$ cat config.mk
export PLATFORM = sky130hd
export DESIGN_NAME = integer_to_ascii_radix_flat
export DESIGN_NICKNAME = d
export VERILOG_FILES = /design/src/sv/itoa_pkg.sv /design/src/sv/itoa_if.sv /design/src/sv/itoa_div.sv /design/src/sv/integer_to_ascii_radix.sv /design/src/flat_wrapper.sv
export VERILOG_INCLUDE_DIRS = /design/src /design/src/sv
export SDC_FILE = /design/constraint.sdc
export NUM_CORES = 1
export LEC_CHECK = 0
export BUFFER_PORTS_ARGS = -buffer_cell sky130_fd_sc_hd__buf_4
export CAP_MARGIN = 20
export CORE_ASPECT_RATIO = 1.5
export CORE_UTILIZATION = 45
export CTS_CLUSTER_DIAMETER = 200
export DETAILED_ROUTE_END_ITERATION = 8
export GPL_TIMING_DRIVEN = 0
export SETUP_SLACK_MARGIN = 0.15
export SKIP_LAST_GASP = 1
export SLEW_MARGIN = 40
export SYNTH_ARGS = -nofsm -noshare
export SYNTH_HDL_FRONTEND = slang
export SYNTH_SLANG_ARGS = --single-unit
$ cat constraint.sdc
create_clock -name i_clk -period 5.85 [get_ports i_clk]
set_clock_uncertainty 0.05 [all_clocks]
set_input_delay 0.585 -clock i_clk [delete_from_list [all_inputs] [get_ports i_clk]]
set_output_delay 0.585 -clock i_clk [all_outputs]
set_load 0.1 [all_outputs]
$ cat src/sv/integer_to_ascii_radix_macros.svh
// assertion macros for the radix text converter
// used by integer_to_ascii_radix; no other dependencies
`ifndef INTEGER_TO_ASCII_RADIX_MACROS_SVH
`define INTEGER_TO_ASCII_RADIX_MACROS_SVH

`ifndef SYNTHESIS
`define ITOA_ASSERT_SAME(label, clk, rst_n, ante, cons) \
    label: assert property (@(posedge clk) disable iff (!(rst_n)) (ante) |-> (cons)) \
        else $error("itoa same-cycle check failed");
`define ITOA_ASSERT_NEXT(label, clk, rst_n, ante, cons) \
    label: assert property (@(posedge clk) disable iff (!(rst_n)) (ante) |=> (cons)) \
        else $error("itoa next-cycle check failed");
`else
`define ITOA_ASSERT_SAME(label, clk, rst_n, ante, cons)
`define ITOA_ASSERT_NEXT(label, clk, rst_n, ante, cons)
`endif

`endif

$ cat src/sv/itoa_pkg.sv
// shared constants, types and the digit glyph function for the radix converter
// no dependencies
package itoa_pkg;

    localparam int WORD_BITS = 32;
    localparam int RADIX_W   = 6;
    localparam int CHAR_W    = 7;
    localparam int LEN_W     = 6;
    localparam int BUF_DEPTH = WORD_BITS;
    localparam int BUF_AW    = $clog2(BUF_DEPTH);
    localparam int STEP_W    = $clog2(WORD_BITS);

    localparam logic [RADIX_W-1:0] RADIX_MIN = 6'd2;
    localparam logic [RADIX_W-1:0] RADIX_MAX = 6'd36;
    localparam logic [RADIX_W-1:0] RADIX_DEC = 6'd10;
    localparam logic [RADIX_W-1:0] DIGIT_MAX = 6'd9;

    localparam logic [CHAR_W-1:0] CH_ZERO    = 7'h30;
    localparam logic [CHAR_W-1:0] CH_LOWER_A = 7'h61;
    localparam logic [CHAR_W-1:0] CH_MINUS   = 7'h2D;

    typedef struct packed {
        logic start;
    } t_div_ctl;

    typedef struct packed {
        logic busy;
        logic done;
    } t_div_sts;

    function automatic logic [CHAR_W-1:0] glyph_of(input logic [RADIX_W-1:0] d);
        logic [CHAR_W-1:0] g;
        if (d > DIGIT_MAX) begin
            g = CH_LOWER_A + CHAR_W'(d) - CHAR_W'(RADIX_DEC);
        end else begin
            g = CH_ZERO + CHAR_W'(d);
        end
        return g;
    endfunction

endpackage

$ cat src/sv/itoa_if.sv
// request channels of the radix converter: number in, characters out
// depends on itoa_pkg
interface itoa_in_if;
    import itoa_pkg::*;
    logic                        valid;
    logic                        ready;
    logic signed [WORD_BITS-1:0] value;
    logic [RADIX_W-1:0]          radix;
    modport source (output valid, value, radix, input ready);
    modport sink   (input valid, value, radix, output ready);
endinterface

interface itoa_out_if;
    import itoa_pkg::*;
    logic              valid;
    logic              ready;
    logic [CHAR_W-1:0] character;
    logic              is_last;
    logic [LEN_W-1:0]  length;
    modport source (output valid, character, is_last, length, input ready);
    modport sink   (input valid, character, is_last, length, output ready);
endinterface

$ cat src/sv/itoa_div.sv
// restoring divider, one quotient bit per cycle, word by small radix
// depends on itoa_pkg
module itoa_div (
    input  logic                                   i_clk,
    input  logic                                   i_rst_n,
    input  itoa_pkg::t_div_ctl                     i_ctl,
    input  logic [itoa_pkg::WORD_BITS-1:0]         i_dividend,
    input  logic [itoa_pkg::RADIX_W-1:0]           i_divisor,
    output itoa_pkg::t_div_sts                     o_sts,
    output logic [itoa_pkg::WORD_BITS-1:0]         o_quotient,
    output logic [itoa_pkg::RADIX_W-1:0]           o_remainder
);
    import itoa_pkg::*;

    logic                  r_busy;
    logic                  r_done;
    logic [STEP_W-1:0]     r_step;
    logic [WORD_BITS-1:0]  r_quo;
    logic [RADIX_W-1:0]    r_rem;
    logic [RADIX_W-1:0]    r_div;
    logic [RADIX_W:0]      w_trial;
    logic                  w_fits;
    logic [RADIX_W-1:0]    n_rem;

    // shift the next dividend bit into the partial remainder
    always_comb begin
        w_trial = {r_rem, r_quo[WORD_BITS-1]};
        w_fits  = (w_trial >= {1'b0, r_div});
        n_rem   = w_fits ? RADIX_W'(w_trial - {1'b0, r_div}) : RADIX_W'(w_trial);
    end

    always_ff @(posedge i_clk) begin
        if (!i_rst_n) begin
            r_busy <= 1'b0;
            r_done <= 1'b0;
        end else begin
            r_done <= 1'b0;
            if (i_ctl.start) begin
                r_busy <= 1'b1;
                r_step <= STEP_W'(WORD_BITS - 1);
                r_quo  <= i_dividend;
                r_rem  <= '0;
                r_div  <= i_divisor;
            end else if (r_busy) begin
                r_quo <= {r_quo[WORD_BITS-2:0], w_fits};
                r_rem <= n_rem;
                r_step <= r_step - 1'b1;
                if (r_step == '0) begin
                    r_busy <= 1'b0;
                    r_done <= 1'b1;
                end
            end
        end
    end

    assign o_sts.busy  = r_busy;
    assign o_sts.done  = r_done;
    assign o_quotient  = r_quo;
    assign o_remainder = r_rem;

endmodule

$ cat src/sv/integer_to_ascii_radix.sv
// top level of the integer to ascii converter, radix 2 to 36
// depends on itoa_pkg, itoa_if, itoa_div and integer_to_ascii_radix_macros.svh

// Takes one signed word and a radix (values below 2 act as 2, above 36 as 36)
// and sends its text, most significant character first, one character per
// request, with is_last on the final one and the total length on each.
// Radix 10 gives a leading minus for negative values; other radices read the
// bits as unsigned. Digits come from one shared restoring divider that
// produces one quotient bit per cycle, least significant digit first into a
// small character buffer; the buffer is then read back in reverse, each
// character passing through a buffer read, a load into the output register
// and a hold until the sink takes it. The input is not ready until the last
// character of the previous item has been taken.
module integer_to_ascii_radix (
    input  logic       i_clk,
    input  logic       i_rst_n,
    itoa_in_if.sink    i_in,
    itoa_out_if.source o_out
);
    import itoa_pkg::*;

    `include "integer_to_ascii_radix_macros.svh"

    typedef enum logic [2:0] {
        S_IDLE,
        S_DIV,
        S_SIGN,
        S_READ,
        S_LOAD,
        S_HOLD
    } t_state;

    t_state                r_state;
    logic [RADIX_W-1:0]    r_radix;
    logic                  r_neg;
    logic [WORD_BITS-1:0]  r_mag;
    logic                  r_div_start;
    logic [LEN_W-1:0]      r_cnt;
    logic [BUF_AW-1:0]     r_idx;
    logic                  r_out_valid;
    logic [CHAR_W-1:0]     r_out_char;
    logic                  r_out_last;
    logic [LEN_W-1:0]      r_out_len;
    logic [CHAR_W-1:0]     r_rd_data;
    logic [CHAR_W-1:0]     r_buf [BUF_DEPTH];

    logic [RADIX_W-1:0]    w_radix;
    logic                  w_neg;
    logic                  w_accept;
    t_div_ctl              w_div_ctl;
    t_div_sts              w_div_sts;
    logic [WORD_BITS-1:0]  w_quo;
    logic [RADIX_W-1:0]    w_rem;
    logic                  w_we;
    logic [CHAR_W-1:0]     w_wdata;
    logic                  w_re;

    always_comb begin
        priority if (i_in.radix < RADIX_MIN) begin
            w_radix = RADIX_MIN;
        end else if (i_in.radix > RADIX_MAX) begin
            w_radix = RADIX_MAX;
        end else begin
            w_radix = i_in.radix;
        end
        w_neg = (w_radix == RADIX_DEC) && i_in.value[WORD_BITS-1];
    end

    assign i_in.ready = (r_state == S_IDLE);
    assign w_accept   = i_in.valid && i_in.ready;
    assign w_div_ctl.start = r_div_start;

    itoa_div u_div (
        .i_clk       (i_clk),
        .i_rst_n     (i_rst_n),
        .i_ctl       (w_div_ctl),
        .i_dividend  (r_mag),
        .i_divisor   (r_radix),
        .o_sts       (w_div_sts),
        .o_quotient  (w_quo),
        .o_remainder (w_rem)
    );

    // digits land least significant first, the minus sign after them
    assign w_we    = ((r_state == S_DIV) && w_div_sts.done) || (r_state == S_SIGN);
    assign w_wdata = (r_state == S_SIGN) ? CH_MINUS : glyph_of(w_rem);
    assign w_re    = (r_state == S_READ);

    always_ff @(posedge i_clk) begin
        if (w_we) begin
            r_buf[r_cnt[BUF_AW-1:0]] <= w_wdata;
        end
    end

    always_ff @(posedge i_clk) begin
        if (w_re) begin
            r_rd_data <= r_buf[r_idx];
        end
    end

    always_ff @(posedge i_clk) begin
        if (!i_rst_n) begin
            r_state     <= S_IDLE;
            r_div_start <= 1'b0;
            r_out_valid <= 1'b0;
        end else begin
            r_div_start <= 1'b0;
            unique case (r_state)
                S_IDLE: begin
                    if (w_accept) begin
                        r_radix     <= w_radix;
                        r_neg       <= w_neg;
                        r_mag       <= w_neg ? WORD_BITS'(~i_in.value + 1'b1)
                                             : WORD_BITS'(i_in.value);
                        r_cnt       <= '0;
                        r_div_start <= 1'b1;
                        r_state     <= S_DIV;
                    end
                end
                S_DIV: begin
                    if (w_div_sts.done) begin
                        r_cnt <= r_cnt + 1'b1;
                        if (w_quo == '0) begin
                            r_idx   <= r_cnt[BUF_AW-1:0];
                            r_state <= r_neg ? S_SIGN : S_READ;
                        end else begin
                            r_mag       <= w_quo;
                            r_div_start <= 1'b1;
                        end
                    end
                end
                S_SIGN: begin
                    r_cnt   <= r_cnt + 1'b1;
                    r_idx   <= r_cnt[BUF_AW-1:0];
                    r_state <= S_READ;
                end
                S_READ: begin
                    r_state <= S_LOAD;
                end
                S_LOAD: begin
                    r_out_valid <= 1'b1;
                    r_out_char  <= r_rd_data;
                    r_out_last  <= (r_idx == '0);
                    r_out_len   <= r_cnt;
                    r_state     <= S_HOLD;
                end
                S_HOLD: begin
                    if (o_out.ready) begin
                        r_out_valid <= 1'b0;
                        if (r_out_last) begin
                            r_state <= S_IDLE;
                        end else begin
                            r_idx   <= r_idx - 1'b1;
                            r_state <= S_READ;
                        end
                    end
                end
                default: begin
                    r_state <= S_IDLE;
                end
            endcase
        end
    end

    assign o_out.valid     = r_out_valid;
    assign o_out.character = r_out_char;
    assign o_out.is_last   = r_out_last;
    assign o_out.length    = r_out_len;

    `ITOA_ASSERT_SAME(a_no_overlap, i_clk, i_rst_n, o_out.valid, !i_in.ready)
    `ITOA_ASSERT_NEXT(a_last_frees_input, i_clk, i_rst_n,
        o_out.valid && o_out.ready && o_out.is_last, i_in.ready)
    `ITOA_ASSERT_SAME(a_div_done_in_div, i_clk, i_rst_n, w_div_sts.done, r_state == S_DIV)
    `ITOA_ASSERT_SAME(a_len_in_range, i_clk, i_rst_n, o_out.valid,
        (o_out.length != '0) && (o_out.length <= LEN_W'(BUF_DEPTH)))

endmodule

$ cat src/flat_wrapper.sv
// flat-port wrapper written by rule: the top's interface ports become plain ports
module integer_to_ascii_radix_flat import itoa_pkg::*;
  (i_clk, i_rst_n, i_in_valid, i_in_value, i_in_radix, i_in_ready, o_out_valid, o_out_character, o_out_is_last, o_out_length, o_out_ready);
  itoa_in_if i_in_i ();
  itoa_out_if o_out_i ();
  input  logic i_clk;
  input  logic i_rst_n;
  input wire logic [$bits(i_in_i.valid)-1:0] i_in_valid;
  input wire logic [$bits(i_in_i.value)-1:0] i_in_value;
  input wire logic [$bits(i_in_i.radix)-1:0] i_in_radix;
  output wire logic [$bits(i_in_i.ready)-1:0] i_in_ready;
  output wire logic [$bits(o_out_i.valid)-1:0] o_out_valid;
  output wire logic [$bits(o_out_i.character)-1:0] o_out_character;
  output wire logic [$bits(o_out_i.is_last)-1:0] o_out_is_last;
  output wire logic [$bits(o_out_i.length)-1:0] o_out_length;
  input wire logic [$bits(o_out_i.ready)-1:0] o_out_ready;
  assign i_in_i.valid = i_in_valid;
  assign i_in_i.value = i_in_value;
  assign i_in_i.radix = i_in_radix;
  assign i_in_ready = i_in_i.ready;
  assign o_out_valid = o_out_i.valid;
  assign o_out_character = o_out_i.character;
  assign o_out_is_last = o_out_i.is_last;
  assign o_out_length = o_out_i.length;
  assign o_out_i.ready = o_out_ready;
  integer_to_ascii_radix u_core (.i_clk(i_clk), .i_rst_n(i_rst_n), .i_in(i_in_i), .o_out(o_out_i));
endmodule
======== After elaboration in Yosys (flattened, before gate mapping) ========
Memory sizes are Yosys's and may differ from the RTL's. A register that Yosys moved wholly into a read port is not among the register bits.
Cells that the tools add are included.
operators by class
  magnitude comparators ................... 4
  bitwise logic cells ..................... 3
  reductions and logical operators ........ 23
  equal/unequal tests ..................... 12
  $add $sub $neg .......................... 8
  muxes and demuxes ....................... 41
operator list
  cell                                                                 number
  32-bit two-way mux                                                   6
  32-bit case mux with 2 select lines                                  1
  6-bit two-way mux                                                    6
  32-bit by 1-bit adder with 32-bit output (second input constant)     1
  32-bit zero test                                                     1
  32-bit inverter                                                      1
  5-bit two-way mux                                                    5
  3-bit case mux with 6 select lines                                   1
  6-bit case mux with 3 select lines                                   1
  5-bit case mux with 3 select lines                                   1
  7-bit two-way mux                                                    2
  3-bit two-way mux                                                    4
  2-bit != test (second input constant)                                6
  1-bit two-way mux                                                    11
  5-bit zero test                                                      2
  5-bit by 1-bit subtractor with 5-bit output (second input constant)  2
  2-bit AND reduction                                                  4
  4-bit AND reduction                                                  2
  6-bit by 6-bit adder with 7-bit output (first input constant)        1
  7-bit by 6-bit adder with 7-bit output (first input constant)        1
  7-bit by 6-bit >= comparator with 1-bit output                       1
  7-bit by 4-bit subtractor with 7-bit output (second input constant)  1
  6-bit by 1-bit adder with 6-bit output (second input constant)       1
  3-bit by 2-bit == test with 1-bit output (second input constant)     2
  other kinds (19)                                                     27
storage, ports and cells
  output and inout port bits .............. 16
  register bits after elaboration ......... 120
  memories kept ........................... 1
  input bits .............................. 42
  word-level logic and storage cells ...... 109
  RAM bits ................................ 224
memory list
  name          depth  width  rd ports  clocked after Yosys merged registers in  wr ports  RTL line                      RTL
  u_core.r_buf  32     7      1         1                                        1         integer_to_ascii_radix.sv:45  logic [CHAR_W-1:0] r_buf [BUF_DEPTH];

======== Logic depth before layout (Yosys ltp) ========
  depth in word-level cells ............... 8
  gate-level depth with buffers ........... 9
  mapped depth without buffers ............ 8

======== Cells and area by module ========
From an unflattened synthesis, not the netlist that was laid out.
second synthesis, totals
  cell total of the unflattened synthesis .. 1050
  area total of the unflattened synthesis .. 15503.6 um^2
modules (own cells, without submodules)
  module                  area each (um^2)  cells each  times used  seq. area each (um^2)
  integer_to_ascii_radix  13086.3           890         1           8958.6
  itoa_div                2417.3            160         1           1511.4

======== Least setup slack after synthesis ========
Ideal clock, no wire load.
  path kind ............................... register to register
  start point ............................. register u_core.u_div.r_rem[0], in the netlist u_core.u_div.o_remainder[0]
  end point ............................... memory u_core.r_buf[0][6] (data pin)
  path buffers ............................ 0
  period minus slack after synthesis ...... 5125 ps
  cell stages (with the launch flop) ...... 7
  setup slack ............................. 725 ps
  required time ........................... 5047 ps
  library setup time ...................... 753 ps
  arrival ................................. 4322 ps
  path through ............................ edfxtp_1 -> inv_1 -> ha_1 -> o21ba_2 -> o21ai_1 -> inv_1 -> a2111oi_0
between the ends
  longest elaborated chain between the ends .. 4
  elaborated cells between the ends (all ways) .. 6
  those cells by class .................... add/sub (3); order compare (1); mux (2)
RTL lines
  what                                         RTL line                      RTL
  from (decl)                                  itoa_div.sv:19                logic [RADIX_W-1:0] r_rem;
  from (signal assigned)                       itoa_div.sv:46                r_rem <= n_rem;
  7-bit by 6-bit adder with 7-bit output       itoa_pkg.sv:34                g = CH_LOWER_A + CHAR_W'(d) - CHAR_W'(RADIX_DEC);
  7-bit by 4-bit subtractor with 7-bit output  itoa_pkg.sv:34
  7-bit two-way mux (*)                        itoa_pkg.sv:33                if (d > DIGIT_MAX) begin
  7-bit two-way mux (*)                        integer_to_ascii_radix.sv:86  assign w_wdata = (r_state == S_SIGN) ? CH_MINUS : glyph_of(w_rem);
  net u_core.w_wdata[6]                        integer_to_ascii_radix.sv:55  logic [CHAR_W-1:0] w_wdata;
  to (decl)                                    integer_to_ascii_radix.sv:45
Mark *: on every way through the listed nets, which the timed path passes. The rest lies on a longest branch.

======== Worst setup path after layout ========
  start point ............................. register u_core.u_div.r_rem[0], in the netlist u_core.u_div.o_remainder[0]
  end point ............................... memory u_core.r_buf[9][6] (data pin)
Same word-level chain as after synthesis.

==> results.sh <==
export IMPL_yosys_warnings=0
export IMPL_cts_tree="built"
export IMPL_hold_class="in -> reg"
export IMPL_first_pass_iters=5
export IMPL_num_vias=8628
export IMPL_synth_seq_area_share_pct=68.7
export IMPL_synth_nets=1037
export IMPL_drc_errors=0
export IMPL_dpl_worst_slack_ns=1.89
export IMPL_yosysTopAreaCell="edfxtp_1"
export IMPL_met3_usage_pct=3.12
export IMPL_grt_most_used_layer="met2"
export IMPL_synth_cell_types=65
export IMPL_synthCells=975
export IMPL_synth_avg_cell_area_um2=15.6
export IMPL_num_rows=82
export IMPL_path_clk_slew_ns=0.06
export IMPL_layout_min_cycle_time_ns=3.98
export IMPL_crit_fanout=8
export IMPL_synth_area_top_cells="edfxtp_1 (68%), mux4_2 (7.7%), mux2_2 (3.0%)"
export IMPL_ant_nets=0
export IMPL_synth_top_area_share_pct=67.8
export IMPL_async_reset_ff_share_pct=0
export IMPL_cpLargestDelayFamily="buffers and inverters"
export IMPL_status="finished clean"
export IMPL_cts_sinks=351
export IMPL_htreeDepth=2
export IMPL_antenna_found_initial=0
export IMPL_p_leak_uw=0.00583
export IMPL_critPathBufInv=7
export IMPL_wire_per_inst_um=22.4
export IMPL_dieArea_um2=34600
export IMPL_synth_edf_count=344
export IMPL_clk_latency_ns=0.51
export IMPL_setup_viol=0
export IMPL_cts_setup_buffers=0
export IMPL_fin_cells=1530
export IMPL_fin_ws_ns=1.87
export IMPL_num_antenna_cells=0
export IMPL_fmax_ghz=0.252
export IMPL_p_per_area_nw_per_um2=309
export IMPL_hold_viol_final=0
export IMPL_track_usage_pct=20.7
export IMPL_hpwl_um=24200
export IMPL_drive_above_1_share_pct=23.4
export IMPL_clockRootBuffer="clkbuf_16"
export IMPL_critPathArrivalTime_ns=4.27
export IMPL_critPathSlowestCell="a2111oi_2"
export IMPL_clockBufferDepth=3
export IMPL_final_area_um2=17600
export IMPL_crit_type="reg -> reg"
export IMPL_endpoint_kind="flop"
export IMPL_grt_pass1_wl_um=53100
export IMPL_cap_viol_max_count=0
export IMPL_fin_crit_sh_pct=68.0
export IMPL_drv_slew=0
export IMPL_area_delta_synth_final_pct=15.5
export IMPL_nFillCells=2741
export IMPL_numCtsBuffers=34
export IMPL_io_buffers=56
export IMPL_met1_usage_pct=22.9
export IMPL_worstPathCellList="inv_1 -> ha_1 -> o21ba_2 -> o21ai_1 -> inv_1 -> a2111oi_2 -> clkdlybuf4s18_2 -> buf_2 -> clkdlybuf4s18_2 -> clkdlybuf4s15_2 -> buf_2"
export IMPL_dpl_cell_area_um2=16400
export IMPL_gr_usage_met2_pct=40.0
export IMPL_required_ns=6.15
export IMPL_post_synth_top_count_cell="edfxtp_1"
export IMPL_ir_drop_v=0.000176
export IMPL_holdBufCountCts=0
export IMPL_rsz0062_at_grt="no"
export IMPL_grt_pass1_vias=8956
export IMPL_die_y_um=227
export IMPL_relSlewSlack_pct=45.1
export IMPL_core_region_area_um2=33300
export IMPL_synthFlopType="edfxtp_1"
export IMPL_gp_congestion=0.841
export IMPL_critical_path_startpoint_type="flop"
export IMPL_drt_total_wl_um=34300
export IMPL_syn_area_um2=15200
export IMPL_start_util_pct=45.7
export IMPL_die_w_um=152
export IMPL_viasPerCell=5.64
export IMPL_final_core_util_pct=52.8
export IMPL_nNetsFinal=1151
export IMPL_cts_resized_gates=0
export IMPL_grt_max_degree=33
export IMPL_ys_seq_elements=351
export IMPL_holdWs_ns=0.313
export IMPL_max_stage_delay_ns=0.71
export IMPL_worst_slew_pin_transition_ns=0.820
export IMPL_dp_cells=1473
export IMPL_first_iter_violations=529
export IMPL_ios=58
export IMPL_netlist_top_cells_count="edfxtp_1 (344), nor2_1 (80), nand2_1 (66)"
export IMPL_grt_remaining_overflow=0
==> layout by cell type (no fill, tap or decap), types with 7 or more instances in the layout <==
cell type / Yosys / routed
mux4_2: 52 / 52
buf_1: 7 / 7
nor3_1: 21 / 17
mux2i_1: 21 / 21
dfxtp_1: 7 / 7
o21ai_0: 32 / 32
clkbuf_1: 29 / 35
buf_2: 10 / 21
buf_4: 0 / 60
a21oi_1: 32 / 32
inv_1: 31 / 31
nand3_1: 13 / 13
a31oi_1: 13 / 13
nand2b_1: 9 / 9
nor2b_1: 8 / 8
edfxtp_1: 344 / 344
nand2_1: 66 / 63
nor2_1: 80 / 74
nor4_1: 13 / 13
xor2_1: 10 / 10
ha_1: 19 / 19
mux2_2: 40 / 40
clkbuf_16: 0 / 37
xnor2_1: 30 / 30
==> sequential cells by signal, indices dropped and copies added (netlist names) <==
name                      count
u_core.r_radix                6
u_core.u_div.o_remainder      6
u_core.u_div.r_step           5
u_core.r_rd_data              7
u_core.o_out.valid            1
u_core.u_div.r_div            6
u_core.u_div.r_done           1
u_core.o_out.character        7
u_core.o_out.length           6
u_core.r_neg                  1
u_core.o_out.is_last          1
u_core.r_idx                  5
u_core.r_state                3
u_core.r_mag                 32
u_core.u_div.o_quotient      32
u_core.u_div.r_busy           1
u_core.r_buf                224
u_core.r_div_start            1
u_core.r_cnt                  6
==> kinds of logic (layout without fill, tap and decap cells) <==
group | count (synthesis) | count (layout) | share of synthesized area, %
simple gates | 239 | 239 | 7.56
fa+ha+maj | 21 | 21 | 1.76
buf+inv | 79 | 214 | 2.04
mux | 113 | 113 | 12.0
compound gates | 132 | 132 | 5.61
xor+xnor | 40 | 40 | 2.30
flops | 351 | 351 | 68.7
==> power breakdown <==
part	internal, µW	switching [µW]	total [µW]
combinational	106	187	293
clock	1370	916	2280
sequential	2830	20.0	2850
total	4310	1120	5430
==> per-layer routing <==
layer | vias to the layer above | routed length (µm)
li1 | 4008 | -
met1 | 4360 | 12700
met2 | 205 | 19200
met3 | 55 | 1380
met4 | 0 | 1060
met5 | - | 0
==> stage by stage <==
step / setup TNS (ns) / total power, µW
6_report: 0 / 5430
5_1_grt: 0 / 5600
4_1_cts: 0 / 5470
3_5_place_dp: 0 / 3200
3_3_place_gp: -82.29 / 3180
2_1_floorplan: 0 / 3070
==> path summary, 6_finish.rpt <==
check	startpoint	to	slack (ns)	cells past startpoint
setup / recovery	u_core.u_div.o_remainder[0]	u_core.r_buf[9][6]	1.87	11
hold / removal	i_in_radix[2]	u_core.r_radix[2]	0.31	2
setup reg to reg	u_core.u_div.o_remainder[0]	u_core.r_buf[9][6]	1.87	11
hold reg to reg	u_core.r_rd_data[4]	u_core.o_out.character[4]	0.37	0
==> cell type report <==
| cell class | count | area (µm²) | area share [%] |
|---|---|---|---|
| Buffer | 47 | 190 | 1.08 |
| Clock buffer | 43 | 948 | 5.39 |
| Clock inverter | 14 | 196 | 1.12 |
| Inverter | 32 | 120 | 0.682 |
| Multi-Input combinational cell | 545 | 4550 | 25.8 |
| Sequential cell | 351 | 10500 | 59.5 |
| Tap cell | 420 | 526 | 2.99 |
| Timing Repair Buffer | 78 | 606 | 3.44 |
Note: power is estimated with default switching activity, not from simulation.
